### src/rtl/core/bwsel_pkg.sv
// Shared types and constants for the top-4 bone weight selector.
// No dependencies; imported by every module of the block.
`default_nettype none
package bwsel_pkg;

  localparam int IDX_W     = 8;   // bone index width
  localparam int WGT_W     = 16;  // Q1.15 weight width
  localparam int CNT_W     = 3;   // influence count width
  localparam int OUT_SLOTS = 4;   // slots in one result
  localparam int Q_STEPS   = 16;  // quotient bits per normalize divide
  localparam int STEP_W    = $clog2(Q_STEPS + 1);

  // One chain entry as seen by its downstream neighbor.
  typedef struct packed {
    logic             vld;
    logic [WGT_W-1:0] w;
    logic [IDX_W-1:0] idx;
    logic             ge;   // stored weight >= incoming weight
  } bwsel_link_t;

  typedef enum logic [1:0] {
    ST_IDLE,
    ST_FINISH,
    ST_NORM,
    ST_OUT
  } bwsel_state_t;

endpackage
`default_nettype wire

### src/rtl/core/bwsel_cell.sv
// One entry of the sorted insertion chain.
// Depends on bwsel_pkg (link struct, field widths).
`default_nettype none
module bwsel_cell (
  input  logic                       clk,
  input  logic                       rst_n,
  input  logic                       ins,
  input  logic                       clr,
  input  logic [bwsel_pkg::WGT_W-1:0] new_w,
  input  logic [bwsel_pkg::IDX_W-1:0] new_idx,
  input  bwsel_pkg::bwsel_link_t     prev_lnk,
  output bwsel_pkg::bwsel_link_t     lnk
);
  import bwsel_pkg::*;

  logic             vld_r, vld_nxt;
  logic [WGT_W-1:0] w_r, w_nxt;
  logic [IDX_W-1:0] idx_r, idx_nxt;
  logic             ge;
  logic             take;

  // ties keep the older entry ahead
  assign ge   = vld_r && (w_r >= new_w);
  assign take = ins && !ge;

  always_comb begin
    vld_nxt = vld_r;
    w_nxt   = w_r;
    idx_nxt = idx_r;
    if (clr) begin
      vld_nxt = 1'b0;
    end else if (take) begin
      if (prev_lnk.ge) begin
        // insertion point
        vld_nxt = 1'b1;
        w_nxt   = new_w;
        idx_nxt = new_idx;
      end else begin
        // shift down from neighbor
        vld_nxt = prev_lnk.vld;
        w_nxt   = prev_lnk.w;
        idx_nxt = prev_lnk.idx;
      end
    end
  end

  always_ff @(posedge clk) begin
    if (!rst_n) begin
      vld_r <= 1'b0;
    end else begin
      vld_r <= vld_nxt;
    end
  end

  always_ff @(posedge clk) begin
    w_r   <= w_nxt;
    idx_r <= idx_nxt;
  end

  assign lnk = '{vld: vld_r, w: w_r, idx: idx_r, ge: ge};

endmodule
`default_nettype wire

### src/rtl/core/bwsel_div.sv
// Radix-2 restoring divider: quo = dvd_w * 32768 / dvs, one bit per cycle.
// Depends on bwsel_pkg (widths, step count). Requires dvd_w <= dvs, dvs != 0.
`default_nettype none
module bwsel_div #(
  parameter int SUM_W = 19
) (
  input  logic                        clk,
  input  logic                        rst_n,
  input  logic                        start,
  input  logic [bwsel_pkg::WGT_W-1:0] dvd_w,
  input  logic [SUM_W-1:0]            dvs,
  output logic                        busy,
  output logic [bwsel_pkg::WGT_W-1:0] quo
);
  import bwsel_pkg::*;

  logic [STEP_W-1:0] cnt_r, cnt_nxt;
  logic [SUM_W-1:0]  rem_r, rem_nxt;
  logic [SUM_W-1:0]  dvs_r, dvs_nxt;
  logic [WGT_W-1:0]  q_r, q_nxt;
  logic              w0_r, w0_nxt;
  logic              nb;
  logic [SUM_W:0]    trial;
  logic [SUM_W:0]    dvs_ext;

  // dividend is w << 15: high part seeds the remainder, w[0] is the first
  // bit brought down, the rest are zero
  assign nb      = (cnt_r == STEP_W'(Q_STEPS)) ? w0_r : 1'b0;
  assign trial   = {rem_r, nb};
  assign dvs_ext = {1'b0, dvs_r};

  always_comb begin
    cnt_nxt = cnt_r;
    rem_nxt = rem_r;
    dvs_nxt = dvs_r;
    q_nxt   = q_r;
    w0_nxt  = w0_r;
    if (start) begin
      cnt_nxt = STEP_W'(Q_STEPS);
      rem_nxt = SUM_W'(dvd_w[WGT_W-1:1]);
      dvs_nxt = dvs;
      q_nxt   = '0;
      w0_nxt  = dvd_w[0];
    end else if (cnt_r != '0) begin
      cnt_nxt = cnt_r - STEP_W'(1);
      if (trial >= dvs_ext) begin
        rem_nxt = SUM_W'(trial - dvs_ext);
        q_nxt   = {q_r[WGT_W-2:0], 1'b1};
      end else begin
        rem_nxt = trial[SUM_W-1:0];
        q_nxt   = {q_r[WGT_W-2:0], 1'b0};
      end
    end
  end

  always_ff @(posedge clk) begin
    if (!rst_n) begin
      cnt_r <= '0;
    end else begin
      cnt_r <= cnt_nxt;
    end
  end

  always_ff @(posedge clk) begin
    rem_r <= rem_nxt;
    dvs_r <= dvs_nxt;
    q_r   <= q_nxt;
    w0_r  <= w0_nxt;
  end

  assign busy = (cnt_r != '0);
  assign quo  = q_r;

endmodule
`default_nettype wire

### src/rtl/core/top4_bone_weight_selector.sv
// Top level of the top-4 bone weight selector.
// Depends on bwsel_pkg, bwsel_cell (insertion chain) and bwsel_div (normalizer).
`default_nettype none
// Influence requests of one vertex stream in at one per cycle into a chain of
// MAX_INFLUENCES cells kept sorted by weight, largest first (a tie keeps the
// earlier bone ahead). A running sum of the kept weights is updated on every
// insert. After the request carrying last_of_vertex the block stops taking
// input: the chain settles in ST_FINISH, then, only when more than
// MAX_INFLUENCES valid influences arrived and the sum is nonzero, four parallel
// bit-serial dividers compute weight*32768/sum (16 quotient bits) in ST_NORM,
// and ST_OUT loads the result register. The result register lets a finished
// vertex wait for out_ready while the next vertex streams in; input stalls
// from each vertex end until its result is loaded, and longer if the previous
// result has not been taken yet. Unused slots read zero.
// Bones at or above MAX_BONES are dropped and not counted.
module top4_bone_weight_selector #(
  parameter int MAX_BONES      = 256,
  parameter int MAX_INFLUENCES = 4
) (
  input  logic                        clk,
  input  logic                        rst_n,
  input  logic                        in_valid,
  output logic                        in_ready,
  input  logic [bwsel_pkg::IDX_W-1:0] in_bone_index,
  input  logic [bwsel_pkg::WGT_W-1:0] in_weight,
  input  logic                        in_has_pair,
  input  logic                        in_last_of_vertex,
  output logic                        out_valid,
  input  logic                        out_ready,
  output logic [bwsel_pkg::IDX_W-1:0] out_index_slot0,
  output logic [bwsel_pkg::IDX_W-1:0] out_index_slot1,
  output logic [bwsel_pkg::IDX_W-1:0] out_index_slot2,
  output logic [bwsel_pkg::IDX_W-1:0] out_index_slot3,
  output logic [bwsel_pkg::WGT_W-1:0] out_weight_slot0,
  output logic [bwsel_pkg::WGT_W-1:0] out_weight_slot1,
  output logic [bwsel_pkg::WGT_W-1:0] out_weight_slot2,
  output logic [bwsel_pkg::WGT_W-1:0] out_weight_slot3,
  output logic [bwsel_pkg::CNT_W-1:0] out_influence_count
);
  import bwsel_pkg::*;

  // sum of up to MAX_INFLUENCES 16-bit weights
  localparam int SUM_W  = WGT_W + $clog2(MAX_INFLUENCES + 1);
  // pairs seen saturates at MAX_INFLUENCES + 1
  localparam int SEEN_W = $clog2(MAX_INFLUENCES + 2);
  localparam logic [SEEN_W-1:0] MAX_SEEN = SEEN_W'(MAX_INFLUENCES);
  localparam logic [16:0]       BONE_LIM = 17'(MAX_BONES);
  localparam bwsel_link_t CHAIN_HEAD = '{vld: 1'b0, w: '0, idx: '0, ge: 1'b1};

  bwsel_state_t state_r, state_nxt;

  logic in_acc;
  logic pair_ok;
  logic ins;
  logic chain_clr;
  logic div_start;
  logic out_load;
  logic renorm;
  logic sum_zero;

  logic [SUM_W-1:0]  sum_r, sum_nxt;
  logic [SEEN_W-1:0] seen_r, seen_nxt;

  bwsel_link_t lnk [MAX_INFLUENCES];
  bwsel_link_t last_lnk;

  logic             slot_vld [OUT_SLOTS];
  logic [WGT_W-1:0] slot_w   [OUT_SLOTS];
  logic [IDX_W-1:0] slot_idx [OUT_SLOTS];
  logic [WGT_W-1:0] slot_q   [OUT_SLOTS];
  logic [OUT_SLOTS-1:0] slot_busy;
  logic             div_busy;

  logic             out_valid_r, out_valid_nxt;
  logic [IDX_W-1:0] out_idx_r [OUT_SLOTS];
  logic [WGT_W-1:0] out_wgt_r [OUT_SLOTS];
  logic [CNT_W-1:0] out_cnt_r;
  logic [CNT_W-1:0] cnt_now;

  assign in_acc  = in_valid && in_ready;
  assign pair_ok = in_has_pair && ({9'd0, in_bone_index} < BONE_LIM);
  assign ins     = in_acc && pair_ok;

  // ---------------------------------------------------------------- chain
  genvar c;
  generate
    for (c = 0; c < MAX_INFLUENCES; c++) begin : g_cell
      if (c == 0) begin : g_head
        bwsel_cell u_cell (
          .clk      (clk),
          .rst_n    (rst_n),
          .ins      (ins),
          .clr      (chain_clr),
          .new_w    (in_weight),
          .new_idx  (in_bone_index),
          .prev_lnk (CHAIN_HEAD),
          .lnk      (lnk[c])
        );
      end else begin : g_body
        bwsel_cell u_cell (
          .clk      (clk),
          .rst_n    (rst_n),
          .ins      (ins),
          .clr      (chain_clr),
          .new_w    (in_weight),
          .new_idx  (in_bone_index),
          .prev_lnk (lnk[c-1]),
          .lnk      (lnk[c])
        );
      end
    end
  endgenerate

  assign last_lnk = lnk[MAX_INFLUENCES-1];

  // Running sum: add the new weight, drop the tail entry if it falls off.
  // A full chain whose tail is >= the new weight takes nothing.
  always_comb begin
    sum_nxt  = sum_r;
    seen_nxt = seen_r;
    if (chain_clr) begin
      sum_nxt  = '0;
      seen_nxt = '0;
    end else if (ins) begin
      if (!last_lnk.ge) begin
        sum_nxt = sum_r + SUM_W'(in_weight)
                - (last_lnk.vld ? SUM_W'(last_lnk.w) : SUM_W'(0));
      end
      if (seen_r <= MAX_SEEN) begin
        seen_nxt = seen_r + SEEN_W'(1);
      end
    end
  end

  always_ff @(posedge clk) begin
    if (!rst_n) begin
      sum_r  <= '0;
      seen_r <= '0;
    end else begin
      sum_r  <= sum_nxt;
      seen_r <= seen_nxt;
    end
  end

  assign renorm   = (seen_r > MAX_SEEN);
  assign sum_zero = (sum_r == '0);

  // ------------------------------------------------------ slots + dividers
  genvar s;
  generate
    for (s = 0; s < OUT_SLOTS; s++) begin : g_slot
      if (s < MAX_INFLUENCES) begin : g_used
        assign slot_vld[s] = lnk[s].vld;
        assign slot_w[s]   = lnk[s].w;
        assign slot_idx[s] = lnk[s].idx;
      end else begin : g_none
        assign slot_vld[s] = 1'b0;
        assign slot_w[s]   = '0;
        assign slot_idx[s] = '0;
      end

      bwsel_div #(
        .SUM_W (SUM_W)
      ) u_div (
        .clk   (clk),
        .rst_n (rst_n),
        .start (div_start),
        .dvd_w (slot_w[s]),
        .dvs   (sum_r),
        .busy  (slot_busy[s]),
        .quo   (slot_q[s])
      );
    end
  endgenerate

  assign div_busy = |slot_busy;

  // filled slots, valid entries form a prefix
  always_comb begin
    cnt_now = '0;
    for (int k = 0; k < OUT_SLOTS; k++) begin
      cnt_now = cnt_now + CNT_W'(slot_vld[k]);
    end
  end

  // ------------------------------------------------------------------ FSM
  always_ff @(posedge clk) begin
    if (!rst_n) begin
      state_r <= ST_IDLE;
    end else begin
      state_r <= state_nxt;
    end
  end

  always_comb begin
    state_nxt = state_r;
    in_ready  = 1'b0;
    div_start = 1'b0;
    out_load  = 1'b0;
    chain_clr = 1'b0;
    case (state_r)
      ST_IDLE: begin
        in_ready = 1'b1;
        if (in_valid && in_last_of_vertex) begin
          state_nxt = ST_FINISH;
        end
      end
      ST_FINISH: begin
        if (renorm && !sum_zero) begin
          div_start = 1'b1;
          state_nxt = ST_NORM;
        end else begin
          state_nxt = ST_OUT;
        end
      end
      ST_NORM: begin
        if (!div_busy) begin
          state_nxt = ST_OUT;
        end
      end
      ST_OUT: begin
        if (!out_valid_r || out_ready) begin
          out_load  = 1'b1;
          chain_clr = 1'b1;
          state_nxt = ST_IDLE;
        end
      end
      default: begin
        state_nxt = ST_IDLE;
      end
    endcase
  end

  // -------------------------------------------------------- result register
  always_comb begin
    out_valid_nxt = out_valid_r;
    if (out_load) begin
      out_valid_nxt = 1'b1;
    end else if (out_ready) begin
      out_valid_nxt = 1'b0;
    end
  end

  always_ff @(posedge clk) begin
    if (!rst_n) begin
      out_valid_r <= 1'b0;
    end else begin
      out_valid_r <= out_valid_nxt;
    end
  end

  always_ff @(posedge clk) begin
    if (out_load) begin
      for (int k = 0; k < OUT_SLOTS; k++) begin
        if (!slot_vld[k]) begin
          out_idx_r[k] <= '0;
          out_wgt_r[k] <= '0;
        end else begin
          out_idx_r[k] <= slot_idx[k];
          if (!renorm) begin
            out_wgt_r[k] <= slot_w[k];
          end else if (sum_zero) begin
            out_wgt_r[k] <= '0;
          end else begin
            out_wgt_r[k] <= slot_q[k];
          end
        end
      end
      out_cnt_r <= cnt_now;
    end
  end

  assign out_valid           = out_valid_r;
  assign out_index_slot0     = out_idx_r[0];
  assign out_index_slot1     = out_idx_r[1];
  assign out_index_slot2     = out_idx_r[2];
  assign out_index_slot3     = out_idx_r[3];
  assign out_weight_slot0    = out_wgt_r[0];
  assign out_weight_slot1    = out_wgt_r[1];
  assign out_weight_slot2    = out_wgt_r[2];
  assign out_weight_slot3    = out_wgt_r[3];
  assign out_influence_count = out_cnt_r;

endmodule
`default_nettype wire

### config.mk
export PLATFORM = sky130hd
export DESIGN_NAME = top4_bone_weight_selector
export DESIGN_NICKNAME = d
export VERILOG_FILES = /design/src/rtl/core/bwsel_pkg.sv /design/src/rtl/core/bwsel_cell.sv /design/src/rtl/core/bwsel_div.sv /design/src/rtl/core/top4_bone_weight_selector.sv
export SDC_FILE = /design/constraint.sdc
export NUM_CORES = 1
export LEC_CHECK = 0
export ABC_AREA = 0
export ABC_CLOCK_PERIOD_IN_PS = 11600
export BUFFER_PORTS_ARGS = -buffer_cell sky130_fd_sc_hd__clkbuf_2
export CAP_MARGIN = 10
export CORE_AREA = 2 2 251 253
export DETAILED_ROUTE_END_ITERATION = 8
export DIE_AREA = 0 0 253 255
export PLACE_DENSITY_LB_ADDON = 0.1
export SLEW_MARGIN = 0
export SYNTH_ARGS = -nofsm -noshare
export SYNTH_HDL_FRONTEND = slang
export SYNTH_SLANG_ARGS = --single-unit
### constraint.sdc
create_clock -name clk -period 11.6 [get_ports clk]
set_input_delay 3.48 -clock clk [delete_from_list [all_inputs] [get_ports clk]]
set_output_delay 3.48 -clock clk [all_outputs]
set_load 0.03 [all_outputs]
After elaboration in Yosys (flattened, before gate mapping)
Memories as Yosys holds them, arrays and structs flattened.
Index checks and enable logic that the tools add are counted.
{ "op_classes": {"add_sub_neg": 14, "multipliers": 0, "div": 0, "magnitude_cmp": 10, "n_eq_ne": 10, "shifts": 0, "mux": 131, "bitwise": 19, "reduce_logical": 40} }
{ "op_table": {"columns": ["operator", "n"], "rows": [
  ["2-to-1 mux 16 bit", 16],
  ["2-to-1 mux 15 bit", 8],
  ["2-to-1 mux 1 bit", 84],
  ["greater-or-equal comparator 20 x 19 -> 1 bit", 4],
  ["2-to-1 mux 19 bit", 4],
  ["subtractor 19 bit", 4],
  ["greater-or-equal comparator 16 bit", 4],
  ["2-to-1 mux 8 bit", 7],
  ["2-to-1 mux 5 bit", 8],
  ["== test 5 bit (second input constant)", 4],
  ["nonzero test 5 bit", 4],
  ["subtractor 5 x 1 -> 5 bit (second input constant)", 4],
  ["adder 19 x 16 -> 19 bit", 1],
  ["zero test 19 bit", 1],
  ["subtractor 19 x 16 -> 19 bit", 1],
  ["OR 1 bit", 16],
  ["logical AND 1 bit", 12],
  ["AND reduction 2 bit", 6],
  ["nonzero test 2 bit", 5],
  ["one-hot mux 2 bit (4 select lines)", 1],
  ["zero test 1 bit", 6],
  ["2-to-1 mux 2 bit", 3],
  ["inequality test 2 bit (second input constant)", 3],
  ["== test 2 bit (second input constant)", 2],
  ["other kinds (13)", 16]
]} }
{ "word_totals": {"reg_bits": 311, "latchBits": 0, "ram_bits": 96, "mem_bits_ro": 0, "inputBits": 30, "out_inout_bits": 101, "word_cells": 268, "mem_count": 2} }
{ "mem_list": {"columns": ["name", "words", "width", "rd", "rd_ports_with_merged_regs", "write_ports", "line_no", "source"], "rows": [
  ["out_wgt_r", 4, 16, 4, 0, 4, "top4_bone_weight_selector.sv:76", "logic [WGT_W-1:0] out_wgt_r [OUT_SLOTS];"],
  ["out_idx_r", 4, 8, 4, 0, 4, "top4_bone_weight_selector.sv:75", "logic [IDX_W-1:0] out_idx_r [OUT_SLOTS];"]
]} }

Longest topological paths before layout
Gate-level depths: netlist of the first run.
{ "logic_depth": {"ltp_word": 9, "depth_mapped": 15, "ltp_nobuf": 14} }

Modules after synthesis
Synthesis of the first run repeated with hierarchy kept, for this count alone.
{ "hier_totals": {"hier_cells": 2591, "hier_area_um2": 26838.2} }
{ "modules_own_cells": {"columns": ["module", "n_inst", "cells_each", "area_each_um2"], "rows": [
  ["bwsel_div (g_slot[0].u_div ...)", 2, 378, 3552.2],
  ["top4_bone_weight_selector", 1, 598, 6657.6],
  ["bwsel_cell", 4, 116, 1512.7],
  ["bwsel_div (g_slot[3].u_div)", 1, 397, 3616.0],
  ["bwsel_div (g_slot[2].u_div)", 1, 376, 3409.5]
]} }

Worst setup path before layout of the first run
No wires, ideal clock.
{ "synth_timing": {"kind": "input -> register", "startpoint": "input in_weight[9] (netlist bit)", "endpoint": "register g_cell[1].g_body.u_cell.idx_r[0] (enable)", "setup_time_ns": 0.435, "t_arrival_ns": 6.881, "required_ns": 11.165, "setup_slack_ns": 4.284, "path_stages": 11, "n_path_buf": 1, "path_cell_list": "inv_1 > ha_1 > a21o_1 > a21o_1 > a21oi_1 > o21ai_0 > a21o_1 > a21oi_1 > o22ai_1 > buf_2 > nor3_1"} }
{ "synth_via": {"elab_chain_len": 5} }
{ "synth_lines": {"columns": ["item", "line_no", "source"], "rows": [
  ["start, declared", "top4_bone_weight_selector.sv:25", "input logic [bwsel_pkg::WGT_W-1:0] in_weight,"],
  ["greater-or-equal comparator 16 bit", "bwsel_cell.sv:23", "assign ge = vld_r && (w_r >= new_w);"],
  ["logical AND 1 bit", "bwsel_cell.sv:23", null],
  ["zero test 1 bit", "bwsel_cell.sv:24", "assign take = ins && !ge;"],
  ["logical AND 1 bit", "bwsel_cell.sv:24", null],
  ["AND reduction 2 bit (no source line)", null, null],
  ["end signal, assigned", "bwsel_cell.sv:57", "idx_r <= idx_nxt;"],
  ["end, declared", "bwsel_cell.sv:18", "logic [IDX_W-1:0] idx_r, idx_nxt;"]
]} }
No other way between the ends.
A chain may end at the register's enable or synchronous reset.

Worst setup path after layout of the first run
{ "layout_timing": {"startpoint": "input in_weight[1] (netlist bit)", "endpoint": "register sum_r[16]"} }
{ "layout_via": {"elab_chain_len": 4} }
{ "layout_lines": {"columns": ["item", "line_no", "source"], "rows": [
  ["parallel branches: the longest is 4 deep, another holds adder 19 x 16 -> 19 bit", null, null],
  ["end signal, assigned", "top4_bone_weight_selector.sv:140", "sum_r <= sum_nxt;"],
  ["end, declared", "top4_bone_weight_selector.sv:61", "logic [SUM_W-1:0] sum_r, sum_nxt;"]
]} }
Parallel ways; which one is timed is not known.

==> metrics.md, run 1 <==
| Metric | Value |
|---|---|
| GR Util All Layers | 22.6% |
| Die area | 0.0645 mm² |
| Post-route ant nets | 0 |
| CP arrival | ~6.6 ns |
| Total CTS buffers | 47 |
| Synthesized flop and latch total | around 400 |
| Post-Synth Adder-Cell Area | ~11% |
| Met2 Resource Use GR | 36.6% |
| Gate power share | a little over two fifths |
| Area Overhead vs Synth | 13.1% |
| Syn_area_per_cell | 10.3 µm² |
| Top-count cell post-synth | edfxtp_1 |
| Fraction of power spent switching nets | between 40% and 50% |
| Xor/xnor share of the synthesized area | under 10% |
| Clk root buf | clkbuf_16 |
| CTS Hold Buffers Added | 0 |
| Drt drc | 0 |
| Worst setup SP type | input pin |
| CTS resizes | 0 |
| Clock Tree Buf Depth | 3 |
| Starting Density | 37.5% |
| Unrepaired setup endpoints after global routing | false |
| Fmax | 162 MHz |
| Nets | between 2000 and 3000 |
| Final min period | between 6 and 7 ns |
| Post-synthesis mux area share | ~5.8% |
| VDD IR max | ~0.00012 V |
| FFs w/ async S/R, synth | 0% |
| WL final | ~74000 µm |
| Drt wl/cell | between 20 and 25 µm |
| Setup TNS | 0 ns |
| Synth Flop Type | edfxtp_1 |
| CTS tree | yes |
| Synth area leader | edfxtp_1 |
| DR vias | about 18000 |
| Netlist cell types | between 70 and 80 |
| I/O pins | between 100 and 150 |
| EDFF count, synth | between 200 and 300 |
| Max-Slew Margin vs Limit | 28.2% |
| Top cells by area, synth | edfxtp_1 (36%), dfxtp_1 (11%), ha_1 (9.5%) |
| Clock share of power | 20.9% |
| Setup CP Type | in2reg |
| Status | completed |
| P_sw | around 2.9 mW |
| Required time of the critical path | 12.05 ns |
| Pwr per Cell Area | around 270 mW/mm² |
| Setup-failing EPs final | 0 |
| TritonCTS Sinks | just over 400 |
| Fraction of layout cells with a size suffix above 1 | between 10 and 15% |
| Post-Syn Area | 0.0233 mm² |
| Synthesized net count | roughly 2500 |
| Largest family of logic cells by synthesized area | compound AO/OA/AOI/OAI gates |
| Core Region | 0.0622 mm² |
| Complex-gate fraction of the synthesized area | 16.3% |
| Pint | 4.25 mW |
| Simple-gate share of the synthesized area | about 13% |
| CP max FO | 5 |
| Synth top area share | approximately 36% |
| Max Slew Vio Count | 0 |
| Tcrit/Tclk final | a little over half |
| Die width | 253 µm |
| Vias in the first global route | 17100 |
| Site Rows | 92 |
| Clk_lat worst skew | between 0.6 and 0.7 ns |
| Largest net degree at the start of global routing | 79 |
| Worst-margin pin slew | approximately 1.1 ns |
| Vias per inst | between 5 and 6 |
| Max-cap check violation count | 0 |
| Total Power | ~7.1 mW |
| DR iter-0 viols | roughly 1300 |
| Synth warn | 0 |
| Worst min path class | reg2reg |
| Leakage | around 11 nW |
| Post-DP HPWL | 53600 µm |
| Grt met1 use | around 31% |
| GRT Residual Overflow | 0 |
| Sequential area share after synthesis | 46.9% |
| First-pass GRT wire length | around 110000 µm |
| Most Crowded Layer GR | met2 |
| Die height | between 200 and 300 µm |
| Mapped Cells | approximately 2300 |
| Top post-synthesis cells by count | edfxtp_1 (278), nand2_1 (234), a21oi_1 (209), ha_1 (176), nor2_1 (151) |
| Placer Congestion | ~0.9 |
| Met3 Usage GRT | slightly below 4% |
| IO buf count | 130 |
| Sequential share of power | between 30% and 40% |
| Post-CTS Setup Bufs | 0 |
| Final Skew | slightly below 0.03 ns |
| H-tree Lvls | 2 |
| Worst setup EP type | flip-flop |
| Clock transition at path regs | ~0.060 ns |
| Filler cell count | a little over 6000 |
| Worst hold margin | around 0.45 ns |
| Final Hold Viols | 0 |
| DR pass1 iterations | 5 |
| Initial antenna violation count | 4 |
-- through the flow --
stage,instance area [µm²],cells,utilization [%],worst slack (ns)
after floorplan,23300,2256,-,4.28
after global placement,24800,3112,39.9,4.74
after detailed placement,24800,3112,39.9,4.63
after CTS,26300,3198,42.3,5.27
after global routing,26300,3201,42.4,5.09
final,26300,3201,42.4,5.41
-- cells in the final DEF (no fill, tap or decap), types with 7 or more instances in the layout --
master     synthesis  final
a211oi_1          23     23
edfxtp_1         278    278
xnor2_1           58     58
nand2_1          234    233
mux2i_1           48     48
buf_4              7     30
mux2_2            77     77
nor2b_1           22     20
clkbuf_1          71     11
inv_1            125    125
clkbuf_16          0     48
a31oi_1           12     11
or2_2              8      8
dfxtp_1          129    129
a22o_1            48     48
and3_1            58     58
and2_1            21     21
clkbuf_2           1    130
nand4_1           14     14
nor3_1            46     43
a21o_1            49     49
nand2b_1          19     19
xor2_1            20     20
a21oi_1          209    208
o211ai_1          11     11
or3_1              8      8
a21boi_0           8      8
nor2_1           151    151
fa_1              21     21
a22oi_1           19     19
o31ai_1            9      9
o21ai_0           85     85
clkinv_1           0      7
ha_1             176    176
nor4_1             8      8
nand3_1           38     38
o21a_1            22     22
o21bai_1          13     13
-- kinds of logic after synthesis --
| logic type | count (synthesis) |
|---|---|
| simple gates | 643 |
| compound gates | 577 |
| flops | 407 |
| buf+inv | 229 |
| fa+ha+maj | 197 |
| mux | 125 |
| xor+xnor | 78 |
-- power by group through the flow --
stage	combinational, mW	sequential, mW	clock [mW]
3_5_place_dp	3.11	2.52	0
6_report	3.13	2.49	1.49
2_1_floorplan	2.40	2.41	0
5_1_grt	3.50	2.54	1.57
3_3_place_gp	3.07	2.51	0
4_1_cts	3.12	2.49	1.53
-- path summary, 6_finish.rpt --
check / from / endpoint / slack [ns] / depth (start not counted)
max reg2reg: sum_r[17]$_SDFFE_PP0P_ / g_slot[1].u_div.rem_r[14]$_DFFE_PP_ / 7.36 / 11
min: g_slot[3].u_div.quo[15]$_SDFFE_PP0P_ / g_slot[3].u_div.quo[15]$_SDFFE_PP0P_ / 0.45 / 2
max: in_weight[1] / sum_r[16]$_SDFFE_PP0P_ / 5.41 / 13
min reg2reg: g_slot[3].u_div.quo[15]$_SDFFE_PP0P_ / g_slot[3].u_div.quo[15]$_SDFFE_PP0P_ / 0.45 / 2
-- layer usage --
metal  vias to the layer above  share of wire, %
met5                         -             0.041
met4                         4               2.7
met3                       118               5.3
met2                       485                46
met1                      8667                46
li1                       8469                 -
-- cell type report --
type	instances	area [µm²]	share of cell area [%]
sequential	407	10900	41.5
clock buffer	63	1300	4.93
clock inverter	23	236	0.898
tap	799	1000	3.80
antenna	2	5.00	0.0190
inverter	126	475	1.81
timing repair buffer	161	887	3.37
multi-input combinational	1620	11500	43.7
-- worst max-delay path: stages --
cell and delay, ns:
clkbuf_2 0.13, inv_1 0.13, fa_1 0.55, inv_1 0.07, fa_1 0.49, a211oi_1 0.38
o21a_1 0.19, nor3_1 0.07, a41o_1 0.27, o41ai_2 0.46, o21ai_0 0.17, o311ai_0 0.11
o22ai_1 0.14
-- flip-flops by register name, summed over array words and instances, names as in the netlist --
signal                      cells
g_cell.g_body.u_cell.idx_r     24
sum_r                          19
g_slot.u_div.rem_r             76
g_cell.g_head.u_cell.idx_r      8
seen_r                          3
g_cell.g_body.u_cell.vld_r      3
g_cell.g_head.u_cell.vld_r      1
g_cell.g_body.u_cell.w_r       48
g_slot.u_div.quo               64
state_r                         2
out_wgt_r                      64
out_influence_count             3
g_slot.u_div.dvs_r             19
g_slot.u_div.cnt_r             20
g_cell.g_head.u_cell.w_r       16
out_idx_r                      32
out_valid                       1
g_slot.u_div.w0_r               4
(Power assumes the default switching activity.)
==> inputs of run 2 (changes only) <==
- ABC_CLOCK_PERIOD_IN_PS: 11600 -> 6200
- clock period: 11.6 -> 6.2 ns (I/O delays scaled with it)
==> run 2 against run 1 <==
Compared with the run above:
- power up 88%
- hold slack better by 0.0016 ns
- clock power up 94%
- critical path depth unchanged
- cell count up 0.16%
- count of clock-buffer cells in the layout up 1
==> metrics.md, run 2 (synthesis results as in run 1) <==
| Metric | Value |
|---|---|
| Storage element area | 0.0109 mm² (unchanged) |
| Max-cap check violation count | 0 (unchanged) |
| Final min period | ~4.5 ns |
| Unrepaired setup endpoints after global routing | false |
| Core Region | 0.0622 mm² (unchanged) |
| Post-DP HPWL | 53900 µm (+0.60%) |
| RR Startpoint | g_slot[0].u_div.cnt_r[0]$_SDFFE_PP0P_ |
| DR iter-0 viols | 1336 (+1.8%) |
| Post-CTS Setup Bufs | 0 (unchanged) |
| Worst-margin pin slew | 1.18 ns (+0.105 ns) |
| Site Rows | 92 (unchanged) |
| R2r setup slk | 1.94 ns (-5.42 ns) |
| Clock transition at path regs | 0.06 ns (about the same) |
| Final Hold Viols | 0 (unchanged) |
| I/O pins | 131 (unchanged) |
| Placed Area | 0.0248 mm² (about the same) |
| Die area | 0.0645 mm² (unchanged) |
| TritonCTS Sinks | 407 (unchanged) |
| Max-Slew Margin vs Limit | 21.2% (-7.1 points) |
| Area Overhead vs Synth | 13.4% |
| Initial antenna violation count | 5 (+1) |
| Die width | 253 µm (unchanged) |
| Starting Density | 37.5% (unchanged) |
| Reg2Reg Depth | 15 (+4) |
| Largest Register | g_slot.u_div.rem_r |
| DR pass1 iterations | 5 (unchanged) |
| Worst R2R End | g_slot[0].u_div.rem_r[14]$_DFFE_PP_ |
| Vias per inst | 5.55 (+0.19%) |
| CTS tree | yes |
| Drt wl/cell | 23.0 µm (-0.23%) |
| VDD IR max | 0.000257 V (+110%) |
| Status | completed |
| CP arrival | 4.81 ns (-1.83 ns) |
| Total Power | 13.4 mW (+88%) |
| GR Util All Layers | 22.8% (+0.11 points) |
| Total CTS buffers | 48 (+2.1%) |
| GRT Residual Overflow | 0 (unchanged) |
| Max Slew Vio Count | 0 (unchanged) |
| Nets | 2592 (+0.077%) |
| CP startpoint | in_weight[9] |
| Multi-input logic area | 0.0115 mm² (unchanged) |
| Clk_lat worst skew | 0.63 ns (+0.02 ns) |
| Clock Tree Buf Depth | 3 (unchanged) |
| Placer Congestion | 0.902 (-0.93%) |
| Most frequent cells in the layout | edfxtp_1 (278), nand2_1 (233), a21oi_1 (208) |
| Hold Path End | g_slot[0].u_div.quo[15]$_SDFFE_PP0P_ |
| Setup TNS | 0 ns (unchanged) |
| Fmax | between 200 and 250 MHz |
| CP max FO | 15 (+10) |
| Filler cell count | 6013 (-0.48%) |
| Required time of the critical path | 6.49 ns (-5.56 ns) |
| Largest net degree at the start of global routing | 61 (-23%) |
| Setup-failing EPs final | 0 (unchanged) |
| Max reg flops | 76 (unchanged) |
| DR vias | 17800 (+0.35%) |
| IO buf count | 130 (unchanged) |
| Setup CP Type | in2reg |
| Hold Path Depth | 2 (unchanged) |
| Post-Layout Inst Area | 0.0264 mm² (+0.27%) |
| Leakage | 10.7 nW (+0.23%) |
| Commonest non-fill, non-tap cell in the layout | edfxtp_1 |
| Clk root buf | clkbuf_16 |
| CTS resizes | 0 (unchanged) |
| WL final | 73800 µm (about the same) |
| First-pass GRT wire length | 109000 µm (+0.25%) |
| CTS Hold Buffers Added | 0 (unchanged) |
| Fraction of layout cells with a size suffix above 1 | 14.6% (+0.14 points) |
| Post-route ant nets | 0 (unchanged) |
| Die height | 255 µm (unchanged) |
| Pwr per Cell Area | 507 mW/mm² (+88%) |
| H-tree Lvls | 2 (unchanged) |
| Hold path startpoint | g_slot[0].u_div.quo[15]$_SDFFE_PP0P_ |
| Worst setup SP type | input pin |
| Drt drc | 0 (unchanged) |
| Vias in the first global route | 17000 (-0.74%) |
| Tcrit/Tclk final | 73.0% |
| Worst setup EP type | flip-flop |
| Final Skew | 0.0341 ns (+0.00488 ns) |
| Worst min path class | reg2reg |
## run 2: worst max path at each step
stage                                                      end  slack [ns]  depth (start not counted)
finish                g_cell[1].g_body.u_cell.w_r[1]$_DFFE_PP_        1.67                         13
global route                            sum_r[16]$_SDFFE_PP0P_        1.46                         13
CTS                                     sum_r[16]$_SDFFE_PP0P_        1.69                         13
detailed placement  g_cell[1].g_body.u_cell.idx_r[3]$_DFFE_PP_        1.10                         13
global placement                        sum_r[14]$_SDFFE_PP0P_        1.06                         13
floorplan           g_cell[1].g_body.u_cell.idx_r[0]$_DFFE_PP_        0.50                         11
## run 2: where the power goes
| part | switching (mW) | internal (mW) |
|---|---|---|
| combinational | 3.44 | 2.40 |
| sequential | 0.682 | 3.97 |
| clock | 1.24 | 1.65 |
## run 2: metal layers
layer / share of wire [%] / routed length, µm / global-route usage, % / vias up
li1: - / - / - / 8472
met1: 45 / 33500 / 31.4 / 8765
met2: 46 / 34300 / 36.7 / 462
met3: 5.5 / 4080 / 3.54 / 104
met4: 2.7 / 1960 / 7.08 / 2
met5: 0.015 / 11 / 0 / -
## run 2: final cells by class
class                   count  area share [%]
diodes                      2          0.0190
clock buffers              64            4.89
clock inverters            26            1.17
inverters                 126            1.80
multi-input cells        1620            43.5
flip-flops and latches    407            41.4
well taps                 799            3.79
repair buffers            162            3.37
## run 2: worst max-delay path, cell delays in order
cell	delay (ns)
clkbuf_2	0.13
inv_1	0.30
ha_1	0.31
a21o_1	0.18
a21o_1	0.16
a21oi_1	0.12
o21ai_0	0.10
a21o_1	0.19
a21oi_1	0.27
o22ai_2	0.32
buf_4	0.33
nor3_2	0.19
buf_4	0.32
## run 2: stage by stage
step                hold slack [ns]  worst slack [ns]  std cells  utilization [%]
detailed placement            0.446              1.10       3114             39.9
CTS                           0.454              1.69       3204             42.5
global placement              0.437              1.06       3114             39.9
global route                  0.479              1.46       3206             42.5
floorplan                     0.431             0.504       2256                -
finish                        0.455              1.67       3206             42.5
